<file path="config.mk">
export PLATFORM = sky130hd
export DESIGN_NAME = i2c_adc_scan_sequencer
export DESIGN_NICKNAME = d
export VERILOG_FILES = /design/src/hdl/adcseq_pkg.sv /design/src/hdl/adcseq_ctrl.sv /design/src/hdl/adcseq_dp.sv /design/src/hdl/i2c_adc_scan_sequencer.sv
export SDC_FILE = /design/constraint.sdc
export NUM_CORES = 2
export LEC_CHECK = 0
export BUFFER_PORTS_ARGS = -buffer_cell sky130_fd_sc_hd__buf_2
export CAP_MARGIN = 40
export CORE_MARGIN = 2
export CORE_UTILIZATION = 35
export DETAILED_ROUTE_END_ITERATION = 8
export GPL_TIMING_DRIVEN = 0
export PLACE_DENSITY_LB_ADDON = 0.2
export SKIP_CTS_REPAIR_TIMING = 1
export SYNTH_ARGS = -nofsm -noshare
export SYNTH_HDL_FRONTEND = slang
export SYNTH_SLANG_ARGS = --single-unit
</file>
<file path="constraint.sdc">
create_clock -name clk -period 12.5 [get_ports clk]
set_input_delay 3.125 -clock clk [delete_from_list [all_inputs] [get_ports clk]]
set_output_delay 3.125 -clock clk [all_outputs]
set_load 0.02 [all_outputs]
</file>
<file path="src/hdl/adcseq_pkg.sv">
`timescale 1ns / 1ps

package adcseq_pkg;

	// event codes on func
	localparam logic [2:0] FN_TX_READY    = 3'd0;
	localparam logic [2:0] FN_RX_BYTE     = 3'd1;
	localparam logic [2:0] FN_TX_COMPLETE = 3'd2;
	localparam logic [2:0] FN_NACK        = 3'd3;
	localparam logic [2:0] FN_START       = 3'd4;
	localparam logic [2:0] FN_READ_SUM    = 3'd5;
	localparam logic [2:0] FN_RELEASE     = 3'd6;

	// action codes on the result beat
	localparam logic [2:0] ACT_WRITE_BYTE  = 3'd0;
	localparam logic [2:0] ACT_ISSUE_STOP  = 3'd1;
	localparam logic [2:0] ACT_START_READ  = 3'd2;
	localparam logic [2:0] ACT_START_WRITE = 3'd3;
	localparam logic [2:0] ACT_SUM_REPLY   = 3'd4;

	// configuration register indexes
	localparam logic [2:0] CFG_FIRST_ADDR  = 3'd0;
	localparam logic [2:0] CFG_SECOND_ADDR = 3'd1;
	localparam logic [2:0] CFG_THIRD_ADDR  = 3'd2;
	localparam logic [2:0] CFG_OCTAL_BASE  = 3'd3;
	localparam logic [2:0] CFG_DUAL_BASE   = 3'd4;

	// device indexes
	localparam logic [1:0] DEV_FIRST  = 2'd0;
	localparam logic [1:0] DEV_SECOND = 2'd1;
	localparam logic [1:0] DEV_THIRD  = 2'd2;
	localparam logic [1:0] DEV_NONE   = 2'd3;

	localparam int OctalChannels  = 8;
	localparam int SystemChannels = 8;
	localparam int DualChannels   = 2;
	localparam int RingDepth      = 8;
	localparam int SlotBits       = 3;
	localparam int ChBits         = 3;
	localparam int DevBits        = 2;
	localparam int WordIdxBits    = DevBits + ChBits;
	localparam int LatestWords    = 24;
	localparam int RingWords      = LatestWords * RingDepth;
	localparam int RingAddrBits   = WordIdxBits + SlotBits;
	localparam int SumBits        = 19;
	localparam int DualBits       = 10;

	typedef struct packed {
		logic latch;
		logic exec;
		logic copy_step;
		logic sum_init;
		logic sum_step;
		logic sum_load;
	} cmd_t;

	typedef struct packed {
		logic is_sum;
		logic has_result;
		logic copy_needed;
		logic copy_last;
		logic sum_last;
	} sts_t;

	// channel count of a device; zero for the unused index
	function automatic logic [3:0] ch_count(input logic [1:0] dev);
		logic [3:0] n;
		unique case (dev)
			DEV_FIRST:  n = 4'(OctalChannels);
			DEV_SECOND: n = 4'(SystemChannels);
			DEV_THIRD:  n = 4'(DualChannels);
			default:    n = 4'd0;
		endcase
		return n;
	endfunction

	// channel-select command byte, per device type
	function automatic logic [7:0] build_cmd(input logic [1:0] dev, input logic [2:0] ch,
		input logic [7:0] obase, input logic [7:0] dbase);
		logic [2:0] t;
		t = {ch[0], ch[2:1]};
		if (dev == DEV_THIRD)
			return dbase | {4'd0, ch, 1'b0};
		return obase | {1'b0, t, 4'd0};
	endfunction

endpackage

</file>
<file path="src/hdl/adcseq_ctrl.sv">
`timescale 1ns / 1ps

module adcseq_ctrl (
	input  logic                clk,
	input  logic                arst_n,
	input  logic                in_valid,
	output logic                in_ready,
	output logic                out_valid,
	input  logic                out_ready,
	input  adcseq_pkg::sts_t    sts,
	output adcseq_pkg::cmd_t    cmd
);

	typedef enum logic [2:0] {
		S_IDLE, S_EXEC, S_COPY, S_SUM, S_SUM_FIN, S_SUM_OUT
	} state_t;

	state_t state_q;
	logic   out_valid_q;
	logic   out_free;

	assign out_free  = !out_valid_q || out_ready;
	assign in_ready  = (state_q == S_IDLE);
	assign out_valid = out_valid_q;

	// commands to the datapath
	always_comb begin
		cmd = '0;
		unique case (state_q)
			S_IDLE:    cmd.latch = in_valid;
			S_EXEC: begin
				cmd.sum_init = sts.is_sum;
				cmd.exec     = !sts.is_sum && out_free;
			end
			S_COPY:    cmd.copy_step = 1'b1;
			S_SUM:     cmd.sum_step = 1'b1;
			S_SUM_FIN: ;
			S_SUM_OUT: cmd.sum_load = out_free;
			default:   ;
		endcase
	end

	// state and result valid
	always_ff @(posedge clk or negedge arst_n) begin
		if (!arst_n) begin
			state_q     <= S_IDLE;
			out_valid_q <= 1'b0;
		end else begin
			out_valid_q <= (out_valid_q && !out_ready) || (cmd.exec && sts.has_result)
				|| cmd.sum_load;
			unique case (state_q)
				S_IDLE:    if (in_valid) state_q <= S_EXEC;
				S_EXEC: begin
					if (sts.is_sum)
						state_q <= S_SUM;
					else if (out_free)
						state_q <= sts.copy_needed ? S_COPY : S_IDLE;
				end
				S_COPY:    if (sts.copy_last) state_q <= S_IDLE;
				S_SUM:     if (sts.sum_last) state_q <= S_SUM_FIN;
				S_SUM_FIN: state_q <= S_SUM_OUT;
				S_SUM_OUT: if (out_free) state_q <= S_IDLE;
				default:   state_q <= S_IDLE;
			endcase
		end
	end

	a_one_cmd: assert property (@(posedge clk) disable iff (!arst_n)
		$onehot0({cmd.exec, cmd.copy_step, cmd.sum_init, cmd.sum_step, cmd.sum_load}))
		else $error("more than one datapath command");
	a_copy_after_exec: assert property (@(posedge clk) disable iff (!arst_n)
		(state_q == S_COPY) && !$past(state_q == S_COPY) |-> $past(cmd.exec))
		else $error("copy entered without exec");
	a_no_lost_result: assert property (@(posedge clk) disable iff (!arst_n)
		out_valid_q && !out_ready |=> out_valid_q)
		else $error("result dropped");

endmodule

</file>
<file path="src/hdl/adcseq_dp.sv">
`timescale 1ns / 1ps

module adcseq_dp (
	input  logic                clk,
	input  logic                arst_n,
	input  logic                cfg_we,
	input  logic [2:0]          cfg_index,
	input  logic [7:0]          cfg_data,
	input  logic [2:0]          func,
	input  logic [7:0]          rx_data,
	input  logic [1:0]          device_sel,
	input  logic [2:0]          channel_sel,
	input  adcseq_pkg::cmd_t    cmd,
	output adcseq_pkg::sts_t    sts,
	output logic [2:0]          action,
	output logic [6:0]          bus_addr,
	output logic [7:0]          tx_byte,
	output logic                nack_fault,
	output logic [18:0]         sample_sum,
	output logic                snapshot_ready
);

	// configuration
	logic [6:0] addr0_q, addr1_q, addr2_q;
	logic [7:0] obase_q, dbase_q;

	// latched item
	logic [2:0] fn_q;
	logic [7:0] data_q;
	logic [1:0] dsel_q;
	logic [2:0] csel_q;

	// scan state
	logic [1:0] dev_q;
	logic [2:0] ch_q;
	logic       wp_q, tx_q, held_q;
	logic [1:0] rx_q;
	logic [7:0] cmdb_q;
	logic [adcseq_pkg::SlotBits-1:0] ring_idx_q;
	logic [adcseq_pkg::RingDepth-1:0] slot_valid_q;
	logic [15:0] latest_q [adcseq_pkg::LatestWords];
	logic [15:0] ring_mem [adcseq_pkg::RingWords];

	// sweep and sum
	logic [adcseq_pkg::WordIdxBits-1:0] step_q;
	logic [15:0] rd_s1;
	logic        en_s1, slotv_s1;
	logic [adcseq_pkg::SumBits-1:0] acc_q;

	// next-state helpers
	logic       wrap, advance, copy_needed, rx_store, query_ok;
	logic [1:0] nxt_dev, nrx;
	logic [2:0] nxt_ch;
	logic [7:0] nxt_cmd, start_cmd;
	logic [6:0] cur_addr, nxt_addr;
	logic [adcseq_pkg::SlotBits-1:0] ring_nxt;
	logic [2:0] act_d;
	logic [6:0] addr_d;
	logic [7:0] byte_d;
	logic       nf_d, has_res;
	logic [15:0] masked;

	function automatic logic [6:0] dev_addr(input logic [1:0] d, input logic [6:0] a0,
		input logic [6:0] a1, input logic [6:0] a2);
		logic [6:0] r;
		unique case (d)
			adcseq_pkg::DEV_SECOND: r = a1;
			adcseq_pkg::DEV_THIRD:  r = a2;
			default:                r = a0;
		endcase
		return r;
	endfunction

	// channel advance
	always_comb begin
		wrap     = (fn_q == adcseq_pkg::FN_NACK) ||
			(({1'b0, ch_q} + 4'd1) >= adcseq_pkg::ch_count(dev_q));
		nxt_ch   = wrap ? 3'd0 : ch_q + 3'd1;
		nxt_dev  = !wrap ? dev_q : ((dev_q >= adcseq_pkg::DEV_THIRD) ? adcseq_pkg::DEV_FIRST
			: dev_q + 2'd1);
		advance  = (fn_q == adcseq_pkg::FN_NACK) ||
			((fn_q == adcseq_pkg::FN_TX_COMPLETE) && !wp_q);
		copy_needed = advance && wrap && (dev_q == adcseq_pkg::DEV_THIRD) && !held_q;
		nxt_cmd  = adcseq_pkg::build_cmd(nxt_dev, nxt_ch, obase_q, dbase_q);
		start_cmd = adcseq_pkg::build_cmd(adcseq_pkg::DEV_FIRST, 3'd0, obase_q, dbase_q);
		cur_addr = dev_addr(dev_q, addr0_q, addr1_q, addr2_q);
		nxt_addr = dev_addr(nxt_dev, addr0_q, addr1_q, addr2_q);
		ring_nxt = ring_idx_q + adcseq_pkg::SlotBits'(1);
		nrx      = rx_q + 2'd1;
		rx_store = (rx_q < 2'd2) && (dev_q != adcseq_pkg::DEV_NONE) &&
			({1'b0, ch_q} < adcseq_pkg::ch_count(dev_q));
		query_ok = (dsel_q != adcseq_pkg::DEV_NONE) &&
			({1'b0, csel_q} < adcseq_pkg::ch_count(dsel_q));
		masked   = (dsel_q == adcseq_pkg::DEV_THIRD) ?
			{6'd0, rd_s1[adcseq_pkg::DualBits-1:0]} : rd_s1;
	end

	// result of a bus event
	always_comb begin
		act_d   = adcseq_pkg::ACT_ISSUE_STOP;
		addr_d  = 7'd0;
		byte_d  = 8'd0;
		nf_d    = 1'b0;
		has_res = 1'b0;
		case (fn_q)
			adcseq_pkg::FN_TX_READY: begin
				has_res = 1'b1;
				if (!tx_q) begin
					act_d  = adcseq_pkg::ACT_WRITE_BYTE;
					byte_d = cmdb_q;
				end
			end
			adcseq_pkg::FN_RX_BYTE: has_res = (nrx == 2'd1);
			adcseq_pkg::FN_TX_COMPLETE, adcseq_pkg::FN_NACK: begin
				has_res = 1'b1;
				if (!advance) begin
					act_d  = adcseq_pkg::ACT_START_READ;
					addr_d = cur_addr;
				end else begin
					act_d  = adcseq_pkg::ACT_START_WRITE;
					addr_d = nxt_addr;
					byte_d = nxt_cmd;
					nf_d   = (fn_q == adcseq_pkg::FN_NACK);
				end
			end
			adcseq_pkg::FN_START: begin
				has_res = 1'b1;
				act_d   = adcseq_pkg::ACT_START_WRITE;
				addr_d  = addr0_q;
				byte_d  = start_cmd;
			end
			default: ;
		endcase
	end

	assign sts.is_sum      = (fn_q == adcseq_pkg::FN_READ_SUM);
	assign sts.has_result  = has_res;
	assign sts.copy_needed = copy_needed;
	assign sts.copy_last   = (step_q == adcseq_pkg::WordIdxBits'(adcseq_pkg::LatestWords - 1));
	assign sts.sum_last    = (step_q[adcseq_pkg::SlotBits-1:0] ==
		adcseq_pkg::SlotBits'(adcseq_pkg::RingDepth - 1));

	// config, item latch and scan state
	always_ff @(posedge clk or negedge arst_n) begin
		if (!arst_n) begin
			addr0_q      <= 7'd72;
			addr1_q      <= 7'd73;
			addr2_q      <= 7'd54;
			obase_q      <= 8'd132;
			dbase_q      <= 8'd97;
			fn_q         <= adcseq_pkg::FN_TX_READY;
			data_q       <= 8'd0;
			dsel_q       <= 2'd0;
			csel_q       <= 3'd0;
			dev_q        <= adcseq_pkg::DEV_FIRST;
			ch_q         <= 3'd0;
			wp_q         <= 1'b1;
			tx_q         <= 1'b0;
			rx_q         <= 2'd0;
			cmdb_q       <= 8'd0;
			held_q       <= 1'b0;
			ring_idx_q   <= '0;
			slot_valid_q <= '0;
			step_q       <= '0;
			en_s1        <= 1'b0;
			slotv_s1     <= 1'b0;
			acc_q        <= '0;
			for (int i = 0; i < adcseq_pkg::LatestWords; i++)
				latest_q[i] <= 16'd0;
		end else begin
			if (cfg_we) begin
				unique case (cfg_index)
					adcseq_pkg::CFG_FIRST_ADDR:  addr0_q <= cfg_data[6:0];
					adcseq_pkg::CFG_SECOND_ADDR: addr1_q <= cfg_data[6:0];
					adcseq_pkg::CFG_THIRD_ADDR:  addr2_q <= cfg_data[6:0];
					adcseq_pkg::CFG_OCTAL_BASE:  obase_q <= cfg_data;
					adcseq_pkg::CFG_DUAL_BASE:   dbase_q <= cfg_data;
					default: ;
				endcase
			end
			if (cmd.latch) begin
				fn_q   <= func;
				data_q <= rx_data;
				dsel_q <= device_sel;
				csel_q <= channel_sel;
			end
			if (cmd.exec) begin
				case (fn_q)
					adcseq_pkg::FN_TX_READY: tx_q <= !tx_q;
					adcseq_pkg::FN_RX_BYTE: begin
						if (rx_store) begin
							if (rx_q == 2'd0)
								latest_q[{dev_q, ch_q}] <= {data_q, 8'd0};
							else
								latest_q[{dev_q, ch_q}] <= latest_q[{dev_q, ch_q}] | {8'd0, data_q};
						end
						rx_q <= (nrx >= 2'd2) ? 2'd0 : nrx;
					end
					adcseq_pkg::FN_TX_COMPLETE, adcseq_pkg::FN_NACK: begin
						if (!advance) begin
							wp_q <= 1'b0;
						end else begin
							dev_q  <= nxt_dev;
							ch_q   <= nxt_ch;
							rx_q   <= 2'd0;
							tx_q   <= 1'b0;
							wp_q   <= 1'b1;
							cmdb_q <= nxt_cmd;
							if (copy_needed) begin
								ring_idx_q             <= ring_nxt;
								slot_valid_q[ring_nxt] <= 1'b1;
								held_q                 <= 1'b1;
							end
						end
					end
					adcseq_pkg::FN_START: begin
						dev_q  <= adcseq_pkg::DEV_FIRST;
						ch_q   <= 3'd0;
						rx_q   <= 2'd0;
						tx_q   <= 1'b0;
						wp_q   <= 1'b1;
						held_q <= 1'b0;
						cmdb_q <= start_cmd;
					end
					adcseq_pkg::FN_RELEASE: held_q <= 1'b0;
					default: ;
				endcase
			end
			// shared sweep counter
			if (cmd.exec || cmd.sum_init)
				step_q <= '0;
			else if (cmd.copy_step || cmd.sum_step)
				step_q <= step_q + 1'b1;
			// accumulate one ring slot per cycle
			en_s1    <= cmd.sum_step && query_ok;
			slotv_s1 <= slot_valid_q[step_q[adcseq_pkg::SlotBits-1:0]];
			if (cmd.sum_init)
				acc_q <= '0;
			else if (en_s1 && slotv_s1)
				acc_q <= acc_q + adcseq_pkg::SumBits'(masked);
		end
	end

	// sample ring: one write port for the copy, one read port for the sum
	always_ff @(posedge clk) begin
		if (cmd.copy_step)
			ring_mem[{step_q, ring_idx_q}] <= latest_q[step_q];
		if (cmd.sum_step && query_ok)
			rd_s1 <= ring_mem[{dsel_q, csel_q, step_q[adcseq_pkg::SlotBits-1:0]}];
	end

	// result register
	always_ff @(posedge clk) begin
		if (cmd.exec && has_res) begin
			action         <= act_d;
			bus_addr       <= addr_d;
			tx_byte        <= byte_d;
			nack_fault     <= nf_d;
			sample_sum     <= '0;
			snapshot_ready <= 1'b0;
		end else if (cmd.sum_load) begin
			action         <= adcseq_pkg::ACT_SUM_REPLY;
			bus_addr       <= 7'd0;
			tx_byte        <= 8'd0;
			nack_fault     <= 1'b0;
			sample_sum     <= acc_q;
			snapshot_ready <= held_q;
		end
	end

	a_dev_valid: assert property (@(posedge clk) disable iff (!arst_n)
		dev_q != adcseq_pkg::DEV_NONE)
		else $error("scan device out of range");
	a_ch_valid: assert property (@(posedge clk) disable iff (!arst_n)
		{1'b0, ch_q} < adcseq_pkg::ch_count(dev_q))
		else $error("scan channel out of range");
	a_rx_count: assert property (@(posedge clk) disable iff (!arst_n)
		rx_q < 2'd2)
		else $error("rx count out of range");
	a_copy_held: assert property (@(posedge clk) disable iff (!arst_n)
		cmd.copy_step |-> held_q && slot_valid_q[ring_idx_q])
		else $error("copy without held snapshot");

endmodule

</file>
<file path="src/hdl/i2c_adc_scan_sequencer.sv">
`timescale 1ns / 1ps

// Channel   | Handshake              | Beat contents
// ----------+------------------------+-------------------------------------------
// in        | in_valid / in_ready    | func, rx_data, device_sel, channel_sel
// out       | out_valid / out_ready  | action, bus_addr, tx_byte, nack_fault,
//           |                        | sample_sum, snapshot_ready
// cfg       | cfg_we (no wait)       | cfg_index, cfg_data
//
// A bus event is latched, then executed once the output register is free.
// Leaving the last device with no snapshot held adds a copy of 24 words, one word
// a cycle through the single ring write port. A sum query reads eight ring slots
// one a cycle, after latch and setup, then drains and loads the result.
// Reset clears all scan state, the latest words and the ring slot valid bits.
// A new beat is accepted while a finished result still waits in the output register.

module i2c_adc_scan_sequencer (
	input  logic        clk,
	input  logic        arst_n,
	input  logic        cfg_we,
	input  logic [2:0]  cfg_index,
	input  logic [7:0]  cfg_data,
	input  logic        in_valid,
	output logic        in_ready,
	input  logic [2:0]  func,
	input  logic [7:0]  rx_data,
	input  logic [1:0]  device_sel,
	input  logic [2:0]  channel_sel,
	output logic        out_valid,
	input  logic        out_ready,
	output logic [2:0]  action,
	output logic [6:0]  bus_addr,
	output logic [7:0]  tx_byte,
	output logic        nack_fault,
	output logic [18:0] sample_sum,
	output logic        snapshot_ready
);

	adcseq_pkg::cmd_t cmd;
	adcseq_pkg::sts_t sts;

	adcseq_ctrl u_ctrl (
		.clk       (clk),
		.arst_n    (arst_n),
		.in_valid  (in_valid),
		.in_ready  (in_ready),
		.out_valid (out_valid),
		.out_ready (out_ready),
		.sts       (sts),
		.cmd       (cmd)
	);

	adcseq_dp u_dp (
		.clk            (clk),
		.arst_n         (arst_n),
		.cfg_we         (cfg_we),
		.cfg_index      (cfg_index),
		.cfg_data       (cfg_data),
		.func           (func),
		.rx_data        (rx_data),
		.device_sel     (device_sel),
		.channel_sel    (channel_sel),
		.cmd            (cmd),
		.sts            (sts),
		.action         (action),
		.bus_addr       (bus_addr),
		.tx_byte        (tx_byte),
		.nack_fault     (nack_fault),
		.sample_sum     (sample_sum),
		.snapshot_ready (snapshot_ready)
	);

endmodule

</file>
After elaboration in Yosys (flattened, before gate mapping)
Memory sizes are Yosys's and may differ from the RTL's. A register that Yosys moved wholly into a read port is not among the register bits.
Index checks and enable logic that the tools add are counted.
Word-level totals
  output and inout bits: 41
  input bits: 32
  memory bits (writable): 3072
  memories: 1
  word-level logic and storage cells: 252
  flip-flop bits (word level): 535
Operators by class
  order comparisons: 12
  reduce and logical (&&, ||, !) cells: 58
  equal/unequal tests: 33
  bitwise gates (word level): 6
  muxes and demuxes: 81
  add/subtract/negate cells: 7
Memory list
  u_dp.ring_mem: depth 192, bits a word 16, read ports 1, clocked after Yosys merged registers in 1, wr ports 1, line adcseq_dp.sv:42  | logic [15:0] ring_mem [adcseq_pkg::RingWords];
Operators with widths (number)
  $bwmux W384: 2
  $mux W384: 1
  $bmux W16 S5: 2
  $mux W16: 6
  $demux W16 S5: 1
  $mux W8: 7
  $pmux W7 S2: 3
  $mux W19: 2
  $mux W3: 10
  $pmux W8 S3: 1
  $eq A3 B3 Y1 const B: 7
  $mux W1: 21
  $mux W7: 3
  $add A19 B16 Y19: 1
  $eq A3 B2 Y1 const B: 6
  $pmux W3 S6: 1
  $or A16 B8 Y16: 1
  $pmux W4 S2: 2
  $pmux W8 S2: 1
  $logic_and A1 B1 Y1: 14
  $ge A6 B6 Y1 const B: 2
  $mux W2: 6
  $not A5 Y6: 2
  $reduce_and A2 Y1: 6
  41 further kinds: 89

Longest topological paths before layout
  depth after elaboration: 12
  depth in mapped cells: 19
  depth with buffers taken out: 16

Cells and area by module
From an unflattened synthesis, not the netlist that was laid out.
Unflattened totals
  cells, all modules: 7130
  area, all modules: 148045.7 um^2
Modules (own cells, without submodules)
  adcseq_dp: instances 1, area each 147750.5 um^2, cells an instance 7098, sequential area each 106030.4 um^2
  adcseq_ctrl: instances 1, area each 295.3 um^2, cells an instance 32, sequential area each 100.1 um^2

Worst setup path after synthesis
OpenSTA, ideal clock, no wires.
  kind: register -> register
  start: register u_dp.step_q[2] (netlist bit)
  end: memory u_dp.ring_mem[0][14], data pin
  stages on the path, launching flop included: 10
  required time: 10.808 ns
  path buffers: 6
  clock period less this slack: 11.052 ns
  path slack: 1.448 ns
  setup time: 1.692 ns
  arrival: 9.360 ns
  cell sequence: dfrtp_1 buf_2 buf_4 buf_2 buf_2 buf_2 buf_1 mux4_2 mux2i_1 o21ai_0
On the way
  longest elaborated chain between the ends: 4
Ends and longest elaborated chain
  start: declaration: line adcseq_dp.sv:45  | logic [adcseq_pkg::WordIdxBits-1:0] step_q;
  start signal: assignment: line adcseq_dp.sv:233  | step_q <= step_q + 1'b1;
  $not A5 Y6 (implied by the code): line adcseq_dp.sv:247  | ring_mem[{step_q, ring_idx_q}] <= latest_q[step_q];
  $bmux W16 S5: line adcseq_dp.sv:247
  $mux W16 (implied by the code) (2 in a row): line adcseq_dp.sv:247
  end: declaration: line adcseq_dp.sv:42
No other way between the ends. The select of a mux whose other input is x is not followed.

Worst setup path in the final report
  start: register u_dp.csel_q[0]
  end: register u_dp.rd_s1[5], read port of u_dp.ring_mem, data pin
On the way
  longest elaborated chain between the ends: 3
Ends and longest elaborated chain
  start: declaration: line adcseq_dp.sv:31  | logic [2:0] csel_q;
  start signal: assignment: line adcseq_dp.sv:185  | csel_q <= channel_sel;
  $lt A3 B4 Y1: line adcseq_dp.sv:93  | ({1'b0, csel_q} < adcseq_pkg::ch_count(dsel_q));
  $logic_and A1 B1 Y1: line adcseq_dp.sv:92  | query_ok = (dsel_q != adcseq_pkg::DEV_NONE) &&
  $logic_and A1 B1 Y1: line adcseq_dp.sv:248  | if (cmd.sum_step && query_ok)
  end: declaration: line adcseq_dp.sv:46  | logic [15:0] rd_s1;
Several ways; a longest one is shown, not always the timed one.
A chain may end at the register's enable or synchronous reset.

==> run_results.csv <==
group,metric,value,unit
die,rows,236,
critical_path,cp-start-kind,"register",
routing,routed_wl,570000,um
logic_synthesis,yosysTopAreaCell,"edfxtp_1",
clocking,clock_sinks,3623,
timing,fmax,0.136,GHz
routing,drc_errors,0,
finish,drive_gt1_share,36.4,%
place,port_buffers,70,
timing,finalClockSkew,93.5,ps
logic_synthesis,async_flop_share,13.7,%
global_routing,grt.overflow.total,0,
critical_path,cp.arrival,7900,ps
clocking,cts_root_buffer,"clkbuf_16",
worst_hold_path,holdPathStages,2,
clocking,cts_tree,"done",
logic_synthesis,synth_area_leaders,"edfxtp_1 64%, mux4_2 15%, dfrtp_1 8.3%",
critical_path,crit_path_max_fanout,10,
clocking,clk_path_buf_depth,4,
critical_path,crit_required,13070,ps
logic_synthesis,avgSynthCellArea,20.1,um2
routing,num_vias,85453,
timing,rsz0062_at_grt,"no",
routing,initialDrtViolationCount,14501,
place,hpwl,414000,um
power_and_ir_drop,power_density,216,mW/mm2
worst_hold_path,hp-class,"register to register",
routing,final_antenna_net_count,0,
global_routing,grt.total_usage,26.5,%
timing,finalHoldViolations,0,
logic_synthesis,synth-seq-cells,3623,
finish,syn2layout_area_growth,20.0,%
routing,post_drt_via_cell_ratio,6.10,
timing,setup-violations-final,0,
timing,relSlewSlack,29.9,%
timing,final.period_utilization,58.7,%
clocking,htreeDepth,5,
die,core-area,0.414,mm2
critical_path,reg2reg_depth,13,
die,initial_core_util,35.2,%
logic_synthesis,synth_flop_cell,"edfxtp_1",
die,dieWidth,649,um
logic_synthesis,ys.warnings.count,0,
logic_synthesis,synthesis.nets,7317,
timing,drv_slew,0,
logic_synthesis,synth_area,0.146,mm2
critical_path,crit_type,"register to register",
place,place_congestion,0.949,
logic_synthesis,syn-instance-count,7246,
logic_synthesis,synth-edff-count,3107,
run_status,status,"finished, final reports clean",
global_routing,grt_max_degree,115,
clocking,numCtsBuffers,383,
global_routing,antenna_found_initial,55,
timing,tightest_slew,1050,ps
global_routing,grt_pass1_wl,752000,um
power_and_ir_drop,peakVddDrop,0.171,mV
flow_run,drv_cap,0,
die,die-area,0.421,mm2
logic_synthesis,synth_cell_types,74,
logic_synthesis,seq_area_frac_synth,72.9,%
timing,setup_ws,5160,ps
die,die_h,649,um
clocking,cts.reportedPaths.clkPinSlew,60,ps
power_and_ir_drop,leakage,58.4,nW
timing,final.setup.tns,0,ps
finish,final_net_count,8276,
clocking,clock_latency,990,ps
routing,dr.pass1.iters,7,
die,io_pins,73,
global_routing,first_global_vias,82331,
timing,period_minus_slack,7340,ps
routing,wl_per_cell,40.7,um
logic_synthesis,synth_top_area_share,64.1,%
place,place_ws,5730,ps
critical_path,cp-end-kind,"register",
-- where the power goes --
| part | switching (W) | total, W | internal, W |
|---|---|---|---|
| Clock | 0.00497 | 0.0113 | 0.00638 |
| Sequential | 0.000154 | 0.0152 | 0.0151 |
| Combinational | 0.00801 | 0.0112 | 0.00316 |
| Total | 0.0131 | 0.0377 | 0.0246 |
-- kinds of logic (layout without fill, tap and decap cells) --
kind of cell	Yosys count	after routing	share of synthesized area [%]
other	0	15	0
AOI/OAI and AO/OA	771	771	3.62
buffers and inverters	513	1789	1.63
DFF	3623	3623	72.9
and+or+nand+nor	780	780	2.35
muxes	1500	1500	19.1
xor gates and xnor gates	20	20	0.120
adders and majority gates	39	39	0.340
-- final cells by class --
cell class              count  area, um2
fillers                 35978     239000
diodes                     15       37.5
clock inverters           208       1850
clock buffers             494      10400
inverters                  49        184
multi-input cells        3110      37900
well taps                5474       6850
plain buffers             464       2310
flip-flops and latches   3623     106000
repair buffers            574       9070
-- critical path, stage by stage (launching register included) --
cell and delay, ps:
dfrtp_1 440, clkbuf_1 410, buf_8 300, nor2_1 760, buf_6 270, clkbuf_1 400, buf_8 240, clkbuf_2 650
nand2_1 710, o22ai_1 900, nor4_2 140, buf_4 230, nor3_1 800, o221ai_1 650
-- cell usage in the layout (no fill, tap or decap), drive strengths merged, types with 11 or more instances in the layout --
cell type     n
mux4        974
nor2b        26
clkinvlp     13
xor2         11
nand2       246
clkbuf      711
inv          59
or3          11
a211oi       47
a22oi       204
a21oi       168
o221ai       13
nor3         31
nand3        72
nor2        297
edfxtp     3107
diode        15
mux2        440
nand4        11
bufinv       24
a221oi       31
dfstp        15
o22ai        66
o21ai       105
buf         821
nor4         18
dfrtp       481
mux2i        86
and2         35
clkinv      161
dfxtp        20
a22o         49
ha           38
nand2b       15
-- metrics by stage --
| step | total power, W | hold WS (ps) | std cells | area, um2 | util, % |
|---|---|---|---|---|---|
| global placement | 0.0257 | 436 | 12790 | 153000 | 36.9 |
| floorplan | 0.0203 | 423 | 7246 | 146000 | - |
| CTS | 0.0374 | 455 | 13986 | 175000 | 42.2 |
| global route | 0.0384 | 478 | 13998 | 175000 | 42.2 |
| detailed placement | 0.0262 | 447 | 13284 | 162000 | 39.2 |
| finish | 0.0377 | 454 | 14011 | 175000 | 42.2 |
-- path summary, 6_finish.rpt --
kind	to	slack [ps]	startpoint
worst max-delay path	u_dp.rd_s1[5]$_DFFE_PP_	5160	u_dp.csel_q[0]$_DFFE_PN0P_
worst min-delay path	u_dp.sample_sum[3]$_SDFFE_PP0P_	450	u_dp.sample_sum[3]$_SDFFE_PP0P_
worst max register to register	u_dp.rd_s1[5]$_DFFE_PP_	5160	u_dp.csel_q[0]$_DFFE_PN0P_
worst min register to register	u_dp.sample_sum[3]$_SDFFE_PP0P_	450	u_dp.sample_sum[3]$_SDFFE_PP0P_
max in group asynchronous	u_dp.latest_q[139]$_DFFE_PN0P_	8280	arst_n
min in group asynchronous	u_dp.acc_q[6]$_DFFE_PN0P_	2120	arst_n
-- cell usage after synthesis (7+ instances only) --
| master | n |
|---|---|
| a32o_1 | 7 |
| a22oi_1 | 204 |
| mux2i_1 | 86 |
| o221ai_1 | 13 |
| xor2_1 | 11 |
| and2_1 | 33 |
| o211ai_1 | 8 |
| nor2b_1 | 26 |
| a221oi_1 | 31 |
| a21oi_1 | 165 |
| xnor2_1 | 9 |
| nand3_1 | 70 |
| buf_1 | 19 |
| nand4_1 | 11 |
| a21boi_0 | 7 |
| and3_1 | 7 |
| dfstp_2 | 15 |
| nor3_1 | 31 |
| nand2_1 | 246 |
| o31ai_1 | 9 |
| a31oi_1 | 8 |
| ha_1 | 38 |
| edfxtp_1 | 3107 |
| mux2_2 | 440 |
| dfxtp_1 | 20 |
| a221o_1 | 7 |
| nor4_1 | 18 |
| a211oi_1 | 39 |
| dfrtp_1 | 481 |
| nor2_1 | 297 |
| a22o_1 | 49 |
| mux4_2 | 974 |
| a211oi_2 | 8 |
| nand2b_1 | 15 |
| o21ai_0 | 103 |
| o22ai_1 | 66 |
| clkbuf_1 | 217 |
| or3_1 | 11 |
| buf_2 | 174 |
| buf_4 | 48 |
| inv_1 | 44 |
-- flip-flops by register name, indices dropped and copies added (netlist names), 3 cells and up --
register	cells
u_dp.ring_idx_q	3
u_dp.bus_addr	7
u_dp.acc_q	19
u_dp.obase_q	8
u_ctrl.state_q	3
u_dp.rd_s1	16
u_dp.step_q	5
u_dp.cmdb_q	8
u_dp.addr2_q	7
u_dp.ring_mem	3072
u_dp.latest_q	384
u_dp.dbase_q	8
u_dp.sample_sum	19
u_dp.action	3
u_dp.data_q	8
u_dp.addr0_q	7
u_dp.fn_q	3
u_dp.addr1_q	7
u_dp.slot_valid_q	8
u_dp.tx_byte	8
u_dp.csel_q	3
u_dp.ch_q	3
-- metal layers --
metal / up-vias / global-route usage (%) / part of all wire (%)
li1: 31972 / - / -
met1: 46333 / 34.9 / 38
met2: 5906 / 38.7 / 43
met3: 1206 / 9.34 / 13
met4: 36 / 13.5 / 6.2
met5: - / 0.215 / 0.063
Power figures use the tool's default switching activity.
